## src/rtl/core/mvw_ram.sv

```systemverilog
// Generic single-write, single-read RAM with registered read data.
// No dependencies.
module mvw_ram #(
  parameter int WIDTH = 8,
  parameter int DEPTH = 16
) (
  input  logic                     clk,
  input  logic                     we,
  input  logic [$clog2(DEPTH)-1:0] waddr,
  input  logic [WIDTH-1:0]         wdata,
  input  logic [$clog2(DEPTH)-1:0] raddr,
  output logic [WIDTH-1:0]         rdata
);

  logic [WIDTH-1:0] mem_r [DEPTH];
  logic [WIDTH-1:0] rdata_r;

  always_ff @(posedge clk) begin
    if (we) begin
      mem_r[waddr] <= wdata;
    end
    rdata_r <= mem_r[raddr];
  end

  assign rdata = rdata_r;

endmodule

```

## config.mk

```make
export PLATFORM = sky130hd
export DESIGN_NAME = mvw_ram
export DESIGN_NICKNAME = d
export VERILOG_FILES = /design/src/rtl/core/mvw_ram.sv
export SDC_FILE = /design/constraint.sdc
export NUM_CORES = 1
export LEC_CHECK = 0
export ABC_AREA = 1
export BUFFER_PORTS_ARGS = -buffer_cell sky130_fd_sc_hd__buf_4
export CORE_UTILIZATION = 60
export CTS_BUF_LIST = sky130_fd_sc_hd__clkbuf_8
export DETAILED_ROUTE_END_ITERATION = 6
export PLACE_DENSITY = 0.83
export SYNTH_ARGS = -nofsm -noshare
export SYNTH_HDL_FRONTEND = slang
export SYNTH_SLANG_ARGS = --single-unit
```

## constraint.sdc

```tcl
create_clock -name clk -period 1.6 [get_ports clk]
set_input_delay 0.16 -clock clk [delete_from_list [all_inputs] [get_ports clk]]
set_output_delay 0.16 -clock clk [all_outputs]
set_load 0.005 [all_outputs]
```

==> load_flow_metrics.sql <==
INSERT INTO impl_metrics (metric_group, metric, value, unit) VALUES
('clocking', 'cts_max_level', '4', ''),
('synth', 'synthCells', '551', ''),
('route', 'detailroute.via_count', '3932', ''),
('clocking', 'clkSlewWorstSetupHoldPaths', '0.07', 'ns'),
('clocking', 'cts_max_path_buffers', '2', ''),
('setup_path', 'critical_path_class', 'reg -> out', ''),
('clocking', 'cts-root-buf', 'clkbuf_8', ''),
('setup_path', 'critPathSlowestCell', 'dfxtp_1', ''),
('final_layout', 'drive_gt1_share', '12.4', '%'),
('die', 'floorplan.rows', '35', ''),
('synth', 'yosys.area.top_type_share', '66.7', '%'),
('die', 'core_area', '9280', 'um2'),
('sta', 'setup_viol', '0', ''),
('setup_path', 'crit_path_cell_trace', 'buf_4', ''),
('pwr', 'ir_worst_vdd', '621', 'uV'),
('clocking', 'post-cts-setup-buffers', '0', ''),
('global_route', 'antenna_violations_before_repair', '0', ''),
('sta', 'final.min_clock_period', '1.06', 'ns'),
('setup_path', 'path_delay_family', 'flip-flops', ''),
('synth', 'cell_types_with_the_largest_area_share_after_synthesis', 'edfxtp_1 (67%), nand2_1 (11%), nand3_1 (8.4%)', ''),
('global_route', 'track_usage', '27.5', '%'),
('die', 'start_util', '62.1', '%'),
('synth', 'synth.largest_area_cell', 'edfxtp_1', ''),
('final_layout', 'antennaDiodeCount', '0', ''),
('synth', 'synth-seq-area-share', '69.4', '%'),
('clocking', 'cts-buffers-inserted', '17', ''),
('sta', 'finalMaxSlewViolations', '0', ''),
('place', 'routability_congestion_estimate', '0.894', ''),
('clocking', 'tritoncts', 'yes', ''),
('min_path', 'timing.hold.worst.class', 'in -> reg', ''),
('setup_path', 'largest_fanout_on_the_critical_path', '1', ''),
('status', 'outcome', 'completed', ''),
('global_route', 'first_global_vias', '3975', ''),
('pwr', 'pwrdens', '1100', 'nW/um2'),
('synth', 'ys_ff_latch', '136', ''),
('synth', 'mappedNetlistNets', '569', ''),
('final_layout', 'final_cell_mix', 'nand2_1 (173), edfxtp_1 (128), inv_1 (100)', ''),
('sta', 'setup-tns-final', '0', 'ns'),
('route', 'routedWlPerCell', '17.1', 'um'),
('die', 'design.die.area', '10000', 'um2'),
('global_route', 'largest_net_degree_at_the_start_of_global_routing', '58', ''),
('global_route', 'grt_first_pass_wirelength', '19900', 'um'),
('sta', 'final_min_period_over_clock_period', '66.5', '%'),
('sta', 'maxClockFrequency', '0.940', 'GHz'),
('final_layout', 'area_growth', '12.8', '%'),
('setup_path', 'worstPathBufferInverterCount', '1', ''),
('global_route', 'gr-total-overflow', '0', ''),
('setup_path', 'crit_path_end_kind', 'output pin', ''),
('route', 'number_of_remaining_drc_errors', '0', ''),
('place', 'port_buffers', '25', ''),
('route', 'final_antenna_net_count', '0', ''),
('setup_path', 'required_time_worst_endpoint', '1.44', 'ns'),
('synth', 'post_synth_num_cell_types', '12', ''),
('sta', 'rsz_0062_raised_after_global_routing', 'false', ''),
('synth', 'synth.cell_area', '5770', 'um2'),
('clocking', 'cts.sinks', '136', ''),
('flow_run', 'max_cap_viol_count', '0', ''),
('setup_path', 'critPathLaunchType', 'flop', ''),
('setup_path', 'critPathMaxStageDelay', '0.36', 'ns'),
('sta', 'hold_violations', '0', ''),
('route', 'totalWireLength', '12500', 'um'),
('sta', 'timing.hold.ws', '0.0343', 'ns'),
('die', 'die_height', '100', 'um'),
('sta', 'max_slew.worst_pin.slew', '0.621', 'ns'),
('pwr', 'p_leak', '2.83', 'nW'),
('clocking', 'cts-hold-fix-buffers', '0', ''),
('setup_path', 'cp.arrival', '0.90', 'ns'),
('pwr', 'total_power', '0.00716', 'W'),
('clocking', 'clk-insertion-delay-late', '0.43', 'ns'),
('die', 'design.portCount', '26', ''),
('sta', 'max_slew_margin', '58.6', '%'),
('final_layout', 'num-nets-final', '609', ''),
('synth', 'syn_area_per_cell', '10.5', 'um2'),
('route', 'drt_pre_antenna_iters', '5', ''),
('synth', 'yosys_warnings', '0', ''),
('die', 'die_w', '100', 'um'),
('final_layout', 'most_common_cell_after_layout_fill_and_taps_aside', 'nand2_1', ''),
('place', 'dpl.hpwl', '7470', 'um'),
('sta', 'skew', '0.00780', 'ns'),
('setup_path', 'r2r_slack', '0.54', 'ns'),
('clocking', 'cts_repair_resize_count', '0', ''),
('route', 'drc_violation_total_after_the_first_tritonroute_iteration', '425', ''),
('route', 'detail_route.vias_per_cell', '5.37', '');
-- flip-flops by register name, indices dropped and copies added, names as in the netlist --
| name | flops |
|---|---|
| rdata | 8 |
| mem_r | 128 |
-- cell usage after synthesis --
master and instances:
nand3b_1 2, nor2_1 17, buf_6 6, nand2_1 173, buf_1 1, buf_4 4
nand3_1 97, inv_1 100, dfxtp_1 8, edfxtp_1 128, inv_2 2, buf_2 13
-- area by class of cell --
cell class / instances / area, um2
Inverter: 102 / 383
Sequential cell: 136 / 4000
Multi-Input combinational cell: 289 / 1210
Fill cell: 622 / 2780
Timing Repair Buffer: 45 / 375
Clock inverter: 14 / 134
Tap cell: 129 / 161
Clock buffer: 17 / 234
-- path summary, 6_finish.rpt --
path,depth (start not counted),from,end
hold / removal,3,raddr[3],rdata[7]
setup / recovery,1,rdata[5],rdata[5]
setup reg to reg,6,mem_r[1][2],rdata[2]
hold reg to reg,6,mem_r[10][7],rdata[7]
-- report_power, final --
part / switching (W) / total [W] / internal [W] / leakage [nW]
logic: 0.000339 / 0.000509 / 0.000170 / 1.43
registers: 0.0000261 / 0.00400 / 0.00398 / 1.22
clock network: 0.00129 / 0.00264 / 0.00135 / 0.176
-- kinds of logic after synthesis --
kind of cell	count (synthesis)	share of synthesized area [%]
buf+inv	126	9.52
flops	136	69.4
simple gates	289	21.0
-- routing by layer --
metal	share of wire (%)	global-route usage (%)	vias to the layer above
met2	48	44.0	239
li1	-	-	1847
met1	40	36.0	1813
met5	0	0	-
met3	9.0	6.69	33
met4	3.4	12.9	0
-- per-stage QoR --
stage | setup WS, ns | util, % | area [um2] | cells
final | 0.536 | 70.1 | 6500 | 732
after CTS | 0.534 | 70.1 | 6500 | 732
after global routing | 0.495 | 70.1 | 6500 | 732
after floorplan | 0.489 | - | 5770 | 551
after global placement | 0.246 | 66.1 | 6140 | 701
after detailed placement | 0.229 | 66.1 | 6140 | 701
(Power assumes the default switching activity.)
