File: config.mk
export PLATFORM = sky130hd
export DESIGN_NAME = mvw_cell
export DESIGN_NICKNAME = d
export VERILOG_FILES = /design/src/rtl/core/mvw_pkg.sv /design/src/rtl/core/mvw_cell.sv
export SDC_FILE = /design/constraint.sdc
export NUM_CORES = 2
export LEC_CHECK = 0
export ABC_AREA = 1
export BUFFER_PORTS_ARGS = -buffer_cell sky130_fd_sc_hd__buf_2
export CORE_ASPECT_RATIO = 0.8
export CORE_UTILIZATION = 35
export DETAILED_ROUTE_END_ITERATION = 6
export GPL_TIMING_DRIVEN = 1
export PLACE_DENSITY = 0.57
export REMOVE_ABC_BUFFERS = 1
export SETUP_SLACK_MARGIN = 0.02
export SLEW_MARGIN = 15
export SYNTH_ARGS = -nofsm -noshare
export SYNTH_HDL_FRONTEND = slang
export SYNTH_SLANG_ARGS = --single-unit
File: constraint.sdc
create_clock -name clk -period 6.3 [get_ports clk]
set_clock_uncertainty 0.15 [all_clocks]
set_input_delay 0.315 -clock clk [delete_from_list [all_inputs] [get_ports clk]]
set_output_delay 0.315 -clock clk [all_outputs]
set_load 0.05 [all_outputs]
File: src/rtl/core/mvw_pkg.sv
// Shared types and constants for the mesh vertex weld core.
// Used by mvw_cell and mesh_vertex_weld_core. No dependencies.
package mvw_pkg;

  localparam int MAX_VERTICES = 4096;
  localparam int ADDR_W       = $clog2(MAX_VERTICES);
  localparam int CNT_W        = $clog2(MAX_VERTICES + 1);
  localparam int NUM_AXES     = 3;
  localparam int COORD_W      = 24;
  localparam int DIFF_W       = COORD_W + 1;
  localparam int SQ_W         = 2 * COORD_W + 1;
  localparam int DIST_W       = 50;
  localparam int IDX_W        = 12;
  localparam int VTX_W        = NUM_AXES * COORD_W;
  localparam int MIN_SEARCH   = 3;

  localparam logic [CNT_W-1:0]  MAX_CNT     = CNT_W'(MAX_VERTICES);
  localparam logic [DIST_W-1:0] MERGE_RESET = DIST_W'(16);

  typedef logic signed [COORD_W-1:0] coord_t;
  typedef coord_t [NUM_AXES-1:0] vertex_t;
  typedef logic [DIST_W-1:0] dist_t;

  typedef struct packed {
    logic               new_mesh;
    logic signed [23:0] pos_x;
    logic signed [23:0] pos_y;
    logic signed [23:0] pos_z;
  } in_beat_t;

  typedef struct packed {
    logic [IDX_W-1:0] vertex_index;
    logic             is_new;
    logic             table_full;
  } out_beat_t;

  typedef struct packed {
    logic              valid;
    logic              last;
    logic [ADDR_W-1:0] idx;
  } tag_t;

  typedef struct packed {
    logic load;
    logic flush;
  } cell_ctl_t;

  function automatic logic [IDX_W-1:0] to_index(input logic [ADDR_W-1:0] a);
    logic [31:0] t;
    t = 32'(a);
    return t[IDX_W-1:0];
  endfunction

endpackage

File: src/rtl/core/mvw_cell.sv
// One axis cell of the distance chain: holds its probe coordinate, adds the
// squared axis difference to the running sum, passes the beat on. Uses mvw_pkg.
module mvw_cell (
  input  logic              clk,
  input  logic              rst_n,
  input  mvw_pkg::cell_ctl_t ctl,
  input  mvw_pkg::coord_t   probe_in,
  input  mvw_pkg::coord_t   coord_in,
  input  mvw_pkg::vertex_t  row_in,
  input  mvw_pkg::dist_t    sum_in,
  input  mvw_pkg::tag_t     tag_in,
  output mvw_pkg::vertex_t  row_out,
  output mvw_pkg::dist_t    sum_out,
  output mvw_pkg::tag_t     tag_out
);
  import mvw_pkg::*;

  coord_t                    probe_r;
  logic signed [DIFF_W-1:0]  diff_r;
  logic signed [DIFF_W-1:0]  diff_nxt;
  logic [SQ_W-1:0]           sq_r;
  logic [SQ_W-1:0]           sq_nxt;
  logic signed [2*DIFF_W-1:0] prod;
  dist_t                     sum_r [3];
  dist_t                     sum_nxt;
  vertex_t                   row_r [3];
  tag_t                      tag_r [3];

  assign diff_nxt = DIFF_W'(probe_r) - DIFF_W'(coord_in);
  assign prod     = diff_r * diff_r;
  assign sq_nxt   = prod[SQ_W-1:0];
  assign sum_nxt  = sum_r[1] + DIST_W'(sq_r);

  always_ff @(posedge clk) begin
    if (!rst_n) begin
      tag_r[0] <= '0;
      tag_r[1] <= '0;
      tag_r[2] <= '0;
    end else if (ctl.flush) begin
      tag_r[0] <= '0;
      tag_r[1] <= '0;
      tag_r[2] <= '0;
    end else begin
      tag_r[0] <= tag_in;
      tag_r[1] <= tag_r[0];
      tag_r[2] <= tag_r[1];
    end
  end

  always_ff @(posedge clk) begin
    if (ctl.load) begin
      probe_r <= probe_in;
    end
    diff_r   <= diff_nxt;
    sq_r     <= sq_nxt;
    sum_r[0] <= sum_in;
    sum_r[1] <= sum_r[0];
    sum_r[2] <= sum_nxt;
    row_r[0] <= row_in;
    row_r[1] <= row_r[0];
    row_r[2] <= row_r[1];
  end

  assign row_out = row_r[2];
  assign sum_out = sum_r[2];
  assign tag_out = tag_r[2];

endmodule

==> results.toml <==
[status]
status = "finished clean"

[sta]
fin_tns_setup_ns = 0
hold_viol = 0
fmax_mhz = 162.6
period_share_pct = 97.60
min_period_ns = 6.149
rsz0062_at_grt = "true"
setup_viol = 0
maxSlewHeadroom_pct = 40.81
drv_slew = 0
tightestPinTransition_ns = 0.8852

[synthesis]
synth.avg_cell_area_um2 = 8.430
yosys.area.top_type = "fa_1"
ys_types = 38
netlist_instances = 4794
synth.area.top_cells = "fa_1, dfxtp_1, inv_1"
ys_warn_count = 0
yosysTopAreaCellShare_pct = 29.72
syn-cell-area_mm2 = 0.04041
seq_area_frac_synth_pct = 26.65
ys_ff_latch = 505

[floorplan]
fp.dieH_um = 305.9
start_util_pct = 35.27
die_w_um = 381.9
core_mm2 = 0.1146
io_pins = 324
dieArea_mm2 = 0.1168
placementRows = 111

[critical_path]
worstPathArrival_ns = 6.49
worst-path-max-fanout = 8
crit_path_end_kind = "register"
slowest_stage = "fa_1"
crit_path_frequent_cell = "fa_1"
max_stage_delay_ns = 0.56
start_kind = "register"
path_class = "register to register"
cp.required_ns = 6.64
crit_path_cell_trace = "buf_12, buf_6, buf_4, or2_2, fa_1, fa_1, fa_1, fa_1, fa_1, fa_2, fa_1, inv_2, ha_4, buf_4, nand2_1, inv_2, nand3_4, nor3_4, nand3_2, nand4_1, nand2_1"

[route]
vias = 30158
drcViolationCount = 0
routed_wirelength_um = 115300
ant_nets = 0
drt_first_pass_iters = 6
routedWlPerCell_um = 16.42
vias_per_cell = 4.293
dr.first_iter.drc_count = 2102

[global_route]
grt_overflow = 0
grt_max_degree = 43
grt_pass1_wl_um = 172900
antenna_found_initial = 5
grt_pass1_vias = 31231
grt_usage_pct = 18.99

[clock_network]
clkSlewWorstSetupHoldPaths_ns = 0.07
clk_path_buf_depth = 3
htree_levels = 2
cts.sinks = 505
cts_buffers = 52
insertion_delay_ns = 0.70
cts_tree = "done"
cts_root_buf = "clkbuf_16"

[worst_hold_path]
hold_class = "primary input to register"

[placement]
port_buffers = 323
dpl.hpwl_um = 90000
place_congestion = 0.9365

[run]
drv_cap = 0

[finish]
fin_util_pct = 44.27
area_delta_synth_final_pct = 25.52
drive_gt1_share_pct = 19.64
fin_nets = 6467
[state kept, by name, summed over array words and instances, names as in the netlist]
name,flops
diff_r,25
tag_r,42
sum_r,150
sq_r,48
probe_r,24
row_r,216
[worst max-delay path: cells and delay by family, from the launching register on]
family        cells  cell delay, ns
fa+ha+maj         8            3.72
simple gates      7            1.02
buf+inv           6            0.68
flops             1            0.37
[metrics by stage]
stage	hold slack [ns]	area [um^2]	worst slack, ns	cells
after floorplan	0.1596	39260	-0.4670	4622
after global placement	0.1596	44540	-0.1696	6668
after detailed placement	0.1621	44540	-0.1439	6668
after CTS	0.001305	48430	-0.009377	6957
after global routing	0.07079	50720	-0.07915	7025
final	0.03967	50720	0.1513	7025
[metal layers]
layer	vias up	global-route usage [%]	routed length, um
met5	-	0	118
met4	4	3.860	2470
met3	132	2.998	8419
met2	727	29.92	50540
met1	14376	27.45	53780
li1	14919	-	-
[cell type report]
| class | count | area (um^2) |
|---|---|---|
| Antenna cell | 1 | 2.502 |
| Clock buffer | 67 | 1480 |
| Clock inverter | 29 | 290.3 |
| Fill cell | 11153 | 63860 |
| Inverter | 1377 | 5194 |
| Multi-Input combinational cell | 2740 | 24540 |
| Sequential cell | 505 | 10850 |
| Tap cell | 1525 | 1908 |
| Timing Repair Buffer | 781 | 6457 |
[cells in the mapped netlist (all sizes together)]
| master | n |
|---|---|
| nand4 | 32 |
| ha | 222 |
| clkbuf | 76 |
| a21oi | 107 |
| xor2 | 64 |
| nand3b | 9 |
| nor4 | 7 |
| xnor2 | 17 |
| a21boi | 1 |
| a31oi | 1 |
| nor3 | 30 |
| o21bai | 14 |
| and3 | 1 |
| conb | 1 |
| nand2 | 1209 |
| and2 | 1 |
| edfxtp | 66 |
| inv | 1376 |
| a21o | 5 |
| o21ai | 28 |
| clkinv | 1 |
| nor2 | 224 |
| dfxtp | 439 |
| or2 | 3 |
| fa | 600 |
| o211ai | 1 |
| nand3 | 122 |
| buf | 137 |
[cells by family after synthesis]
logic type,after synthesis,share of synthesized area [%]
xor+xnor,81,1.756
fa+ha+maj,822,36.60
other cells,1,0.009280
compound gates,157,2.096
flops,505,26.65
buf+inv,1590,16.03
simple gates,1638,16.86
[final timing paths]
path                   startpoint               endpoint  slack, ns  depth (start not counted)
max             diff_r[6]$_DFF_P_       sq_r[37]$_DFF_P_       0.15                         21
min reg2reg  row_r[0][32]$_DFF_P_  row_r[0][104]$_DFF_P_       0.12                          0
max reg2reg     diff_r[6]$_DFF_P_       sq_r[37]$_DFF_P_       0.15                         21
min                  coord_in[19]     diff_r[19]$_DFF_P_       0.04                          5
[placed cells by master (no fill, tap or decap), types with 8 or more instances in the layout]
master / synthesis / final
nand2_1: 1173 / 1090
inv_2: 21 / 56
clkinvlp_4: 0 / 9
buf_4: 136 / 199
a21oi_1: 107 / 91
nand4_1: 32 / 32
clkbuf_8: 0 / 8
a21oi_2: 0 / 13
buf_12: 0 / 41
clkinv_2: 0 / 12
fa_1: 600 / 584
nor2_4: 9 / 35
xor2_1: 64 / 64
dfxtp_1: 439 / 415
inv_1: 1355 / 1313
conb_1: 1 / 42
clkbuf_16: 0 / 69
nand2_4: 0 / 18
ha_4: 0 / 34
ha_1: 222 / 187
nand3_1: 116 / 105
nor3_1: 18 / 13
fa_2: 0 / 16
nor2_1: 182 / 153
buf_2: 0 / 323
o21ai_0: 25 / 25
dlygate4sd3_1: 0 / 181
edfxtp_1: 66 / 66
nor2_2: 33 / 36
dfxtp_4: 0 / 19
nand3b_1: 9 / 9
xnor2_1: 17 / 16
nand2_2: 36 / 101
nand3_2: 6 / 14
o21bai_1: 14 / 11
buf_6: 0 / 15
nor3_2: 12 / 13
[timing repair]
action,in CTS,in global routing
endpoints found under the hold margin,205,0
setup endpoints to repair,29,34
hold buffers,181,0
cloned,5,18
pin swaps,4,123
buffers inserted,7,49
resized for setup,32,356
Power is not shown: default switching activity piles up to over one toggle a cycle in this logic, so the estimate is an artifact.
